**config.mk**
```make
export PLATFORM = sky130hd
export DESIGN_NAME = aging_duplicate_filter
export DESIGN_NICKNAME = d
export VERILOG_FILES = /design/src/rtl/adf_pkg.sv /design/src/rtl/adf_ctrl.sv /design/src/rtl/adf_datapath.sv /design/src/rtl/aging_duplicate_filter.sv
export VERILOG_INCLUDE_DIRS = /design/src /design/src/rtl
export SDC_FILE = /design/constraint.sdc
export NUM_CORES = 1
export LEC_CHECK = 0
export BUFFER_PORTS_ARGS = -buffer_cell sky130_fd_sc_hd__buf_2
export CAP_MARGIN = 20
export CORE_MARGIN = 2
export CORE_UTILIZATION = 45
export CTS_BUF_LIST = sky130_fd_sc_hd__clkbuf_8
export DETAILED_ROUTE_END_ITERATION = 10
export HOLD_SLACK_MARGIN = 0.1
export SYNTH_ARGS = -nofsm -noshare
export SYNTH_HDL_FRONTEND = slang
export SYNTH_SLANG_ARGS = --single-unit
```
**constraint.sdc**
```tcl
create_clock -name clk_i -period 10.3 [get_ports clk_i]
set_input_delay 1.03 -clock clk_i [delete_from_list [all_inputs] [get_ports clk_i]]
set_output_delay 1.03 -clock clk_i [all_outputs]
set_load 0.03 [all_outputs]
```
**src/rtl/aging_duplicate_filter_macros.svh**
```systemverilog
// Assertion macros used by the aging duplicate filter top level.
`ifndef AGING_DUPLICATE_FILTER_MACROS_SVH
`define AGING_DUPLICATE_FILTER_MACROS_SVH

// Same-cycle implication, sampled on the block clock, quiet during reset.
`define ADF_ASSERT_NOW(label, pre, post, msg) \
  label: assert property (@(posedge clk_i) disable iff (!rst_ni) (pre) |-> (post)) \
    else $error(msg);

// Next-cycle implication, sampled on the block clock, quiet during reset.
`define ADF_ASSERT_NEXT(label, pre, post, msg) \
  label: assert property (@(posedge clk_i) disable iff (!rst_ni) (pre) |=> (post)) \
    else $error(msg);

`endif

```
**src/rtl/adf_pkg.sv**
```systemverilog
// Types and constants shared by the aging duplicate filter modules.
package adf_pkg;

  localparam int unsigned KeyW   = 16;
  localparam int unsigned StampW = 16;
  localparam int unsigned OutCntW = 5;
  localparam logic [15:0] MaxAgeReset = 16'd6;

  typedef enum logic [1:0] {
    OP_TICK         = 2'd0,
    OP_CHECK_INSERT = 2'd1,
    OP_INSERT       = 2'd2,
    OP_LOOKUP       = 2'd3
  } opcode_e;

  // Commands from the controller to the datapath.
  typedef struct packed {
    logic accept;    // latch a new input beat
    logic scan;      // walk the live entries
    logic store;     // write the key into the ring
    logic load_out;  // load the result register
  } cmd_t;

  // Status from the datapath to the controller.
  typedef struct packed {
    logic scan_done;  // the walk has finished this cycle
    logic store_req;  // check-and-insert missed, so the key must be stored
  } sts_t;

endpackage

```
**src/rtl/adf_ctrl.sv**
```systemverilog
// Controller state machine of the aging duplicate filter.
module adf_ctrl (
  input  logic            clk_i,
  input  logic            rst_ni,
  input  logic            in_valid_i,
  input  logic [1:0]      opcode_i,
  input  logic            out_stall_i,
  input  adf_pkg::sts_t   sts_i,
  output adf_pkg::cmd_t   cmd_o,
  output logic            in_stall_o,
  output logic            out_valid_o
);

  typedef enum logic [3:0] {
    S_IDLE  = 4'b0001,
    S_SCAN  = 4'b0010,
    S_STORE = 4'b0100,
    S_FIN   = 4'b1000
  } state_e;

  state_e state_q, state_d;
  logic   out_valid_q, out_valid_d;
  logic   out_free;

  // The result register can take a new beat when empty or being emptied.
  assign out_free = !out_valid_q || !out_stall_i;

  // Next state and command decode.
  always_comb begin
    state_d = state_q;
    cmd_o   = '0;
    case (state_q)
      S_IDLE: begin
        if (in_valid_i) begin
          cmd_o.accept = 1'b1;
          if (adf_pkg::opcode_e'(opcode_i) == adf_pkg::OP_INSERT) begin
            state_d = S_STORE;
          end else begin
            state_d = S_SCAN;
          end
        end
      end
      S_SCAN: begin
        cmd_o.scan = 1'b1;
        if (sts_i.scan_done) begin
          state_d = sts_i.store_req ? S_STORE : S_FIN;
        end
      end
      S_STORE: begin
        cmd_o.store = 1'b1;
        state_d     = S_FIN;
      end
      S_FIN: begin
        if (out_free) begin
          cmd_o.load_out = 1'b1;
          state_d        = S_IDLE;
        end
      end
      default: begin
        state_d = S_IDLE;
      end
    endcase
  end

  // Output valid flag of the result register.
  always_comb begin
    out_valid_d = out_valid_q;
    if (cmd_o.load_out) begin
      out_valid_d = 1'b1;
    end else if (!out_stall_i) begin
      out_valid_d = 1'b0;
    end
  end

  always_ff @(posedge clk_i or negedge rst_ni) begin
    if (!rst_ni) begin
      state_q     <= S_IDLE;
      out_valid_q <= 1'b0;
    end else begin
      state_q     <= state_d;
      out_valid_q <= out_valid_d;
    end
  end

  assign in_stall_o  = (state_q != S_IDLE);
  assign out_valid_o = out_valid_q;

endmodule

```
**src/rtl/adf_datapath.sv**
```systemverilog
// Datapath of the aging duplicate filter: entry ring, pointers, timer and result.
module adf_datapath #(
  parameter int unsigned LIST_DEPTH = 16
) (
  input  logic                         clk_i,
  input  logic                         rst_ni,
  input  adf_pkg::cmd_t                cmd_i,
  output adf_pkg::sts_t                sts_o,
  input  logic [1:0]                   opcode_i,
  input  logic [adf_pkg::KeyW-1:0]     key_i,
  input  logic                         cfg_we_i,
  input  logic [adf_pkg::StampW-1:0]   cfg_wdata_i,
  output logic                         found_o,
  output logic [adf_pkg::OutCntW-1:0]  live_count_o
);

  localparam int unsigned IdxW  = $clog2(LIST_DEPTH);
  localparam int unsigned CntW  = $clog2(LIST_DEPTH + 1);
  localparam int unsigned SumW  = IdxW + 2;
  localparam int unsigned WordW = adf_pkg::KeyW + adf_pkg::StampW;
  localparam logic [SumW-1:0] DepthSum = SumW'(LIST_DEPTH);
  localparam logic [IdxW-1:0] LastIdx  = IdxW'(LIST_DEPTH - 1);
  localparam logic [CntW-1:0] DepthCnt = CntW'(LIST_DEPTH);

  // Entry ring: key in the upper half, stamp in the lower half.
  logic [WordW-1:0] mem_q [LIST_DEPTH];
  logic [WordW-1:0] rdata_q;
  logic             rvld_q, rvld_d;

  adf_pkg::opcode_e              op_q;
  logic [adf_pkg::KeyW-1:0]      key_q;
  logic [adf_pkg::StampW-1:0]    tick_q, tick_d;
  logic [adf_pkg::StampW-1:0]    max_age_q;
  logic [IdxW-1:0]               widx_q, widx_d;
  logic [IdxW-1:0]               pos_q, pos_d;
  logic [CntW-1:0]               live_q, live_d;
  logic [CntW-1:0]               rem_q, rem_d;
  logic                          found_q, found_d;
  logic                          found_out_q;
  logic [adf_pkg::OutCntW-1:0]   live_out_q;

  logic [SumW-1:0]               old_sum;
  logic [IdxW-1:0]               oldest;
  logic                          issue;
  logic                          is_tick;
  logic                          is_match_op;
  logic                          hit_now;
  logic                          young_now;
  logic                          expire_now;
  logic [adf_pkg::StampW-1:0]    age;
  logic [CntW+adf_pkg::OutCntW-1:0] live_ext;

  // Oldest live slot: write index minus live count, wrapped by one subtract.
  assign old_sum = SumW'(widx_q) + DepthSum - SumW'(live_q);
  always_comb begin
    if (old_sum >= DepthSum) begin
      oldest = IdxW'(old_sum - DepthSum);
    end else begin
      oldest = IdxW'(old_sum);
    end
  end

  // Compare stage on the entry read in the previous cycle.
  assign is_tick     = (op_q == adf_pkg::OP_TICK);
  assign is_match_op = (op_q == adf_pkg::OP_CHECK_INSERT) || (op_q == adf_pkg::OP_LOOKUP);
  assign age         = tick_q - rdata_q[adf_pkg::StampW-1:0];
  assign hit_now     = cmd_i.scan && rvld_q && is_match_op
                       && (rdata_q[WordW-1:adf_pkg::StampW] == key_q);
  assign expire_now  = cmd_i.scan && rvld_q && is_tick && (age > max_age_q);
  assign young_now   = cmd_i.scan && rvld_q && is_tick && !(age > max_age_q);
  assign issue       = cmd_i.scan && (rem_q != '0);

  assign sts_o.scan_done = hit_now || young_now || (rem_q == '0 && !rvld_q);
  assign sts_o.store_req = (op_q == adf_pkg::OP_CHECK_INSERT) && !found_q && !hit_now;

  // Next values of the control registers.
  always_comb begin
    tick_d  = tick_q;
    widx_d  = widx_q;
    pos_d   = pos_q;
    live_d  = live_q;
    rem_d   = rem_q;
    rvld_d  = rvld_q;
    found_d = found_q;
    if (cmd_i.accept) begin
      if (adf_pkg::opcode_e'(opcode_i) == adf_pkg::OP_TICK) begin
        tick_d = tick_q + 1'b1;
      end
      pos_d   = oldest;
      rem_d   = live_q;
      rvld_d  = 1'b0;
      found_d = 1'b0;
    end
    if (cmd_i.scan) begin
      rvld_d = issue;
      if (issue) begin
        pos_d = (pos_q == LastIdx) ? '0 : pos_q + 1'b1;
        rem_d = rem_q - 1'b1;
      end
      if (hit_now) begin
        found_d = 1'b1;
      end
      if (expire_now) begin
        live_d = live_q - 1'b1;
      end
    end
    if (cmd_i.store) begin
      widx_d = (widx_q == LastIdx) ? '0 : widx_q + 1'b1;
      if (live_q != DepthCnt) begin
        live_d = live_q + 1'b1;
      end
    end
  end

  always_ff @(posedge clk_i or negedge rst_ni) begin
    if (!rst_ni) begin
      tick_q    <= '0;
      widx_q    <= '0;
      live_q    <= '0;
      pos_q     <= '0;
      rem_q     <= '0;
      rvld_q    <= 1'b0;
      found_q   <= 1'b0;
      max_age_q <= adf_pkg::MaxAgeReset;
    end else begin
      tick_q  <= tick_d;
      widx_q  <= widx_d;
      live_q  <= live_d;
      pos_q   <= pos_d;
      rem_q   <= rem_d;
      rvld_q  <= rvld_d;
      found_q <= found_d;
      if (cfg_we_i) begin
        max_age_q <= cfg_wdata_i;
      end
    end
  end

  // Input beat payload.
  always_ff @(posedge clk_i) begin
    if (cmd_i.accept) begin
      op_q  <= adf_pkg::opcode_e'(opcode_i);
      key_q <= key_i;
    end
  end

  // Entry memory: one write port, one registered read port.
  always_ff @(posedge clk_i) begin
    if (cmd_i.store) begin
      mem_q[widx_q] <= {key_q, tick_q};
    end
  end

  always_ff @(posedge clk_i) begin
    if (issue) begin
      rdata_q <= mem_q[pos_q];
    end
  end

  // Result register.
  assign live_ext = {{adf_pkg::OutCntW{1'b0}}, live_q};

  always_ff @(posedge clk_i) begin
    if (cmd_i.load_out) begin
      found_out_q <= found_q;
      live_out_q  <= live_ext[adf_pkg::OutCntW-1:0];
    end
  end

  assign found_o      = found_out_q;
  assign live_count_o = live_out_q;

endmodule

```
**src/rtl/aging_duplicate_filter.sv**
```systemverilog
// Top level of the aging duplicate filter: controller, datapath and checks.
//
// The filter keeps a ring of LIST_DEPTH recently heard 16-bit packet hashes,
// each stamped with a 16-bit tick counter, and answers one opcode per input
// beat with one result beat (found, live_count). Items are handled one at a
// time: inserts store the key without a walk; lookups and ageing walk the
// ring through the single read port of the entry memory, one entry a cycle.
// A finished result sits in an output register, so the next item is taken
// while that result waits. The max_age register is written through the
// configuration channel, which is always ready; write it only while idle.
// Ring entries need no clearing after reset.
module aging_duplicate_filter #(
  parameter int unsigned LIST_DEPTH = 16
) (
  input  logic        clk_i,
  input  logic        rst_ni,
  input  logic        in_valid_i,
  output logic        in_stall_o,
  input  logic [1:0]  opcode_i,
  input  logic [15:0] key_i,
  output logic        out_valid_o,
  input  logic        out_stall_i,
  output logic        found_o,
  output logic [4:0]  live_count_o,
  input  logic        cfg_valid_i,
  output logic        cfg_ready_o,
  input  logic [15:0] cfg_wdata_i
);

`include "aging_duplicate_filter_macros.svh"

  adf_pkg::cmd_t cmd;
  adf_pkg::sts_t sts;

  assign cfg_ready_o = 1'b1;

  // Sequencer.
  adf_ctrl u_ctrl (
    .clk_i       (clk_i),
    .rst_ni      (rst_ni),
    .in_valid_i  (in_valid_i),
    .opcode_i    (opcode_i),
    .out_stall_i (out_stall_i),
    .sts_i       (sts),
    .cmd_o       (cmd),
    .in_stall_o  (in_stall_o),
    .out_valid_o (out_valid_o)
  );

  // Ring, pointers, timer and result register.
  adf_datapath #(
    .LIST_DEPTH (LIST_DEPTH)
  ) u_datapath (
    .clk_i        (clk_i),
    .rst_ni       (rst_ni),
    .cmd_i        (cmd),
    .sts_o        (sts),
    .opcode_i     (opcode_i),
    .key_i        (key_i),
    .cfg_we_i     (cfg_valid_i && cfg_ready_o),
    .cfg_wdata_i  (cfg_wdata_i),
    .found_o      (found_o),
    .live_count_o (live_count_o)
  );

  // An accepted beat keeps the block busy in the following cycle.
  `ADF_ASSERT_NEXT(a_busy_after_accept, in_valid_i && !in_stall_o, in_stall_o, "block not busy after accept")

  // A waiting result is never overwritten.
  `ADF_ASSERT_NOW(a_no_result_overwrite, cmd.load_out, !out_valid_o || !out_stall_i, "result overwritten")

  // The controller issues at most one command per cycle.
  `ADF_ASSERT_NOW(a_single_command, 1'b1, $onehot0({cmd.accept, cmd.scan, cmd.store, cmd.load_out}), "several commands at once")

endmodule
```
# --- Word-level counts from Yosys, hierarchy flattened ---
# Memories as Yosys holds them, arrays and structs flattened. A register that Yosys moved wholly into a read port is not among the register bits.
# Cells that the tools add are included.
# W data, S select, Z words.
totals:
  input_bits: 39
  ram_bits: 512
  wordCells: 104
  reg_bits: 81
  n_memories: 1
mem_list:
  columns: ["name", "depth", "word_bits", "read_ports", "rd_clocked_by_memory_dff", "wr", "line", "rtl"]
  rows:
  - ["u_datapath.mem_q", 16, 32, 1, 1, 1, "adf_datapath.sv:26", "logic [WordW-1:0] mem_q [LIST_DEPTH];"]
classes:
  magnitude_cmp: 2
  mux: 34
  n_reduce_logical: 27
  addsub: 10
  n_eq_ne: 16
ops:
  columns: ["operator", "count"]
  rows:
  - ["$mux W4", 10]
  - ["$mux W5", 7]
  - ["$add A16 B1 Y16 const B", 1]
  - ["$eq A16 B16 Y1", 1]
  - ["$gt A16 B16 Y1", 1]
  - ["$pmux W4 S4", 1]
  - ["$sub A16 B16 Y16", 1]
  - ["$mux W1", 15]
  - ["$eq A4 B4 Y1 const B", 3]
  - ["$logic_and A1 B1 Y1", 10]
  - ["$sub A5 B1 Y5 const B", 2]
  - ["$add A4 B1 Y4 const B", 2]
  - ["$add A4 B5 Y6 const B", 1]
  - ["$ge A6 B5 Y1 const B", 1]
  - ["$logic_not A1 Y1", 6]
  - ["$sub A6 B5 Y6", 1]
  - ["$add A5 B1 Y5 const B", 1]
  - ["$logic_not A5 Y1", 1]
  - ["$ne A5 B5 Y1 const B", 1]
  - ["$reduce_bool A5 Y1", 1]
  - ["$eq A2 B2 Y1 const B", 2]
  - ["$eq A4 B1 Y1 const B", 1]
  - ["$eq A4 B2 Y1 const B", 1]
  - ["$eq A4 B3 Y1 const B", 1]
  - ["11 further kinds", 17]

# --- Depth between registers and ports, before layout ---
depth:
  word_depth: 10
  mapped_depth: 18

# --- By module ---
# From an unflattened synthesis, not the netlist that was laid out.
unflattened:
  cells_unflattened: 1244
  hier_area_um2: 25079.1
modules_own_cells:
  columns: ["module", "n_inst", "area_each_um2", "cells_each"]
  rows:
  - ["adf_datapath", 1, 24770.0, 1211]
  - ["adf_ctrl", 1, 297.8, 31]
  - ["aging_duplicate_filter", 1, 11.3, 2]

# --- Worst setup path before layout ---
# No wires, ideal clock.
synth_path:
  path_kind: "register to register"
  start: "register u_datapath.widx_q[1]"
  end: "memory u_datapath.mem_q[1][0] in the netlist's numbering, enable pin"
  arrival_ps: 3949
  path_stages_with_launch: 5
  synth_period_minus_slack_ps: 4451
  t_required_ps: 9798
  setup_slack_ps: 5849
  setup_time_ps: 502
  cell_sequence: "dfrtp_1 -> inv_1 -> ha_1 -> inv_1 -> nor4_1"
synth_rtl:
  columns: ["element", "line", "rtl"]
  rows:
  - ["start, declared", "adf_datapath.sv:34", "logic [IdxW-1:0] widx_q, widx_d;"]
  - ["start signal, assigned", "adf_datapath.sv:127", "widx_q <= widx_d;"]
  - ["end, declared", "adf_datapath.sv:26", null]
# Straight into the memory's write port.

# --- Worst setup path after layout ---
layout_path:
  start: "register u_datapath.tick_q[0] in the netlist's numbering"
  end: "register u_datapath.live_q[4]"
layout_via:
  elab_chain_cells: 7
layout_rtl:
  columns: ["element", "line", "rtl"]
  rows:
  - ["start, declared", "adf_datapath.sv:32", "logic [adf_pkg::StampW-1:0] tick_q, tick_d;"]
  - ["start signal, assigned", "adf_datapath.sv:126", "tick_q <= tick_d;"]
  - ["$sub A16 B16 Y16 *", "adf_datapath.sv:66", "assign age = tick_q - rdata_q[adf_pkg::StampW-1:0];"]
  - ["$gt A16 B16 Y1 *", "adf_datapath.sv:69", "assign expire_now = cmd_i.scan && rvld_q && is_tick && (age > max_age_q);"]
  - ["$logic_and A1 B1 Y1 *", "adf_datapath.sv:69", null]
  - ["$mux W5 *", "adf_datapath.sv:103", "if (expire_now) begin"]
  - ["$mux W5 *", "adf_datapath.sv:94", "if (cmd_i.scan) begin"]
  - ["$mux W5", "adf_datapath.sv:109", "if (live_q != DepthCnt) begin"]
  - ["$mux W5 *", "adf_datapath.sv:107", "if (cmd_i.store) begin"]
  - ["net u_datapath.live_d[4]", "adf_datapath.sv:36", "logic [CntW-1:0] live_q, live_d;"]
  - ["end signal, assigned", "adf_datapath.sv:128", "live_q <= live_d;"]
  - ["end, declared", "adf_datapath.sv:36", null]
# The timed path passes the listed nets; every way through them passes the cells marked *.
# A chain may end at the register's enable or synchronous reset.

==> flow_summary_export.csv <==
group,metric,value,unit
yosys,syn_inst,1247,
run_status,outcome,"finished clean",
worst_setup_path,crit_type,"flop to flop",
pwr,p_total,6.66,mW
yosys,ys_seq_elements,625,
pwr,ir_drop,0.153,mV
worst_setup_path,start_kind,"flop",
worst_setup_path,worstPathArrival,5470,ps
timing,final-setup-viol-count,0,
worst_setup_path,crit_chain,"inv_1, ha_1, fa_1, nand2b_1, a21boi_0, o21ai_0, a21oi_1, a21o_1, a21oi_1, xnor2_1, ha_1, nand3_1, or4_1, a211oi_1, nor2b_1, a211oi_4, a41oi_1, xnor2_1",
floorplan,die_w,240,microns
worst_setup_path,cp_data_required_time,10850,ps
clock_tree,clk_pin_slew,60,ps
route,ant_nets,0,
place,place_ws,5410,ps
timing,max_freq,203,MHz
clock_tree,ctsResizeCount,0,
worst_setup_path,critPathTopFamily,"compound AO/OA/AOI/OAI gates",
floorplan,coreArea,0.0551,sq mm
route,drc,0,
yosys,synth_nets,1331,
grt,grt_overflow_total,0,
floorplan,die_h,240,microns
place,port_buffers,46,
timing,setup_ws,5380,ps
floorplan,io_pins,48,
worst_setup_path,worst_r2r_endpoint,"u_datapath.live_q[4]",
pwr,seqPwrFrac,49.2,%
route,wl,54500,microns
yosys,syn_avg_cell_area,20.1,sq um
clock_tree,cts_tree,"yes",
clock_tree,cts-root-buf,"clkbuf_8",
final_layout,final_common_cell,"edfxtp_1",
pwr,leakagePower,9.53,nW
worst_setup_path,worstReg2RegStart,"u_datapath.tick_q[0]",
pwr,p_sw,1.93,mW
timing,final_max_slew_viol_count,0,
place,dp_hpwl,29200,microns
final_layout,drive_gt1_share,27.5,%
pwr,swShare,29.0,%
final_layout,fillers,4543,
worst_setup_path,r2r_slack,5380,ps
final_layout,area_growth,12.6,%
yosys,yosysSeqAreaShare,73.8,%
route,dr.pass1.iters,5,
worst_setup_path,max_stage_delay,680,ps
yosys,netlist_area,0.0250,sq mm
clock_tree,postCtsSetupBuffers,0,
worst_setup_path,crit_buf_inv,1,
grt,antenna_found_initial,1,
min_path,min_path_type,"input port to async pin",
clock_tree,ctsHoldBuffers,0,
clock_tree,insertion_delay,700,ps
floorplan,die_area,0.0575,sq mm
route,drtIter0Drc,1001,
final_layout,multiInputGateArea,0.00626,sq mm
route,avgRoutedWirePerCell,24.7,microns
pwr,pwr-share-comb,21.8,%
yosys,synth_edf_count,568,
floorplan,rows,86,
yosys,synth_flop_cell,"edfxtp_1",
timing,max_slew.worst_pin.slew,938,ps
pwr,p_int,4.73,mW
worst_setup_path,end_kind,"flop",
yosys,synthDistinctLibCells,59,
floorplan,initial_core_util,45.4,%
timing,finalHoldViolCount,0,
pwr,p_per_area,236,mW/mm^2
job,cap_violations,0,
worst_setup_path,r2r_cells,18,
final_layout,layout_common_cells,"edfxtp_1 (568), mux4_2 (160), clkbuf_8 (105)",
timing,maxSlewHeadroom,37.4,%
timing,setup-tns-final,0,ps
yosys,synth-async-reset-ratio,9.12,%
timing,timing.final.crit_share,47.8,%
final_layout,final_nets,1464,
pwr,p_clk_share,29.0,%
timing,rsz0062_at_grt,"false",
grt,grt_pass1_vias,12700,
timing,fin_crit,4920,ps
timing,skew,35.5,ps
clock_tree,cts_sinks,625,
place,globalplace.congestion,0.781,
final_layout,register_area,0.0185,sq mm
yosys,ys_warn_count,0,
clock_tree,clockBufferDepth,3,
clock_tree,h-tree-depth,3,
grt,grt.total_usage,19.6,%
grt,grt_pass1_wl,81700,microns
worst_setup_path,crit_slowest_cell,"dfrtp_1",
route,avgViaCountPerCell,5.54,
clock_tree,numCtsBuffers,99,
route,vias,12200,
worst_setup_path,path_max_fanout,19,
grt,grt_max_degree,107,
==> metrics by stage <==
stage                     cells  hold WS [ps]  instance area [sq um]  utilization, %
after CTS                  2208           437                  28200            51.2
after global placement     2027           509                  26400            47.9
after floorplan            1247           448                  25000               -
final                      2209           507                  28200            51.2
after detailed placement   2027           513                  26400            47.9
after global routing       2209           456                  28200            51.2
==> Yosys cell counts, types with 4 or more instances <==
| master | number | area [sq um] |
|---|---|---|
| buf_2 | 9 | 45.0 |
| xor2_1 | 8 | 70.1 |
| buf_1 | 8 | 30.0 |
| ha_1 | 43 | 538 |
| a211oi_1 | 5 | 37.5 |
| nand4_1 | 9 | 56.3 |
| nand3_1 | 12 | 60.1 |
| nand2_1 | 49 | 184 |
| dfrtp_1 | 54 | 1350 |
| inv_1 | 50 | 188 |
| o21ai_0 | 37 | 185 |
| nor3_1 | 11 | 55.1 |
| and3_1 | 7 | 43.8 |
| a21o_1 | 8 | 60.1 |
| nor4_1 | 6 | 37.5 |
| mux4_2 | 160 | 3600 |
| edfxtp_1 | 568 | 17100 |
| xnor2_1 | 45 | 394 |
| nand2b_1 | 7 | 43.8 |
| clkbuf_1 | 29 | 109 |
| o311ai_0 | 4 | 35.0 |
| a21oi_1 | 28 | 140 |
| nor2_1 | 32 | 120 |
==> kinds of logic (layout without fill, tap and decap cells) <==
logic type	Yosys count	in the layout	share of synthesized area, %
AOI/OAI and AO/OA	107	107	2.69
buffers and inverters	97	310	1.51
muxes	163	163	14.5
xor gates and xnor gates	53	53	1.85
and+or+nand+nor	156	156	3.25
other	1	2	0.0150
DFF	625	625	73.8
adders and majority gates	45	45	2.31
==> sequential cells by signal, summed over array words and instances (netlist names) <==
name / count
u_datapath.mem_q: 512
u_datapath.rdata_q: 32
u_datapath.key_q: 16
u_datapath.max_age_q: 16
u_datapath.tick_q: 16
u_datapath.live_count_o: 5
u_datapath.live_q: 5
u_datapath.rem_q: 5
u_ctrl.state_q: 4
u_datapath.pos_q: 4
u_datapath.widx_q: 4
u_datapath.op_q: 2
u_ctrl.out_valid_o: 1
u_datapath.found_o: 1
u_datapath.found_q: 1
u_datapath.rvld_q: 1
==> layout make-up <==
type	instances	share of cell area, %
Clock buffer	105	5.13
Tap cell	748	3.32
Inverter	50	0.666
Sequential cell	625	65.6
Timing Repair Buffer	79	1.74
Antenna cell	1	0.00888
Multi-Input combinational cell	525	22.2
Clock inverter	76	1.32
==> power by group through the flow <==
stage	clock, mW	sequential (mW)	combinational [mW]
after floorplan	0	3.19	1.18
after global placement	0	3.32	1.47
after detailed placement	0	3.33	1.48
after CTS	1.99	3.28	1.48
after global routing	2.09	3.31	1.59
final	1.93	3.28	1.45
==> routing by layer <==
layer	vias up	track usage, %	wire length (microns)
met5	-	0	0
met4	0	5.53	1090
met3	79	3.85	3280
met2	355	31.8	26800
met1	6476	27.2	23300
li1	5335	-	-
==> worst max-delay path by stage <==
stage                               startpoint                     end  slack (ps)  cells past startpoint
final                     u_datapath.tick_q[0]    u_datapath.live_q[4]        5380                     18
after global routing      u_datapath.tick_q[0]    u_datapath.live_q[4]        5050                     18
after CTS                 u_datapath.tick_q[0]    u_datapath.live_q[4]        5380                     18
after detailed placement  u_datapath.tick_q[0]    u_datapath.live_q[4]        5410                     18
after global placement    u_datapath.tick_q[0]    u_datapath.live_q[4]        5530                     18
after floorplan           u_datapath.widx_q[1]  u_datapath.mem_q[1][0]        5850                      4
Power figures use the tool's default switching activity.
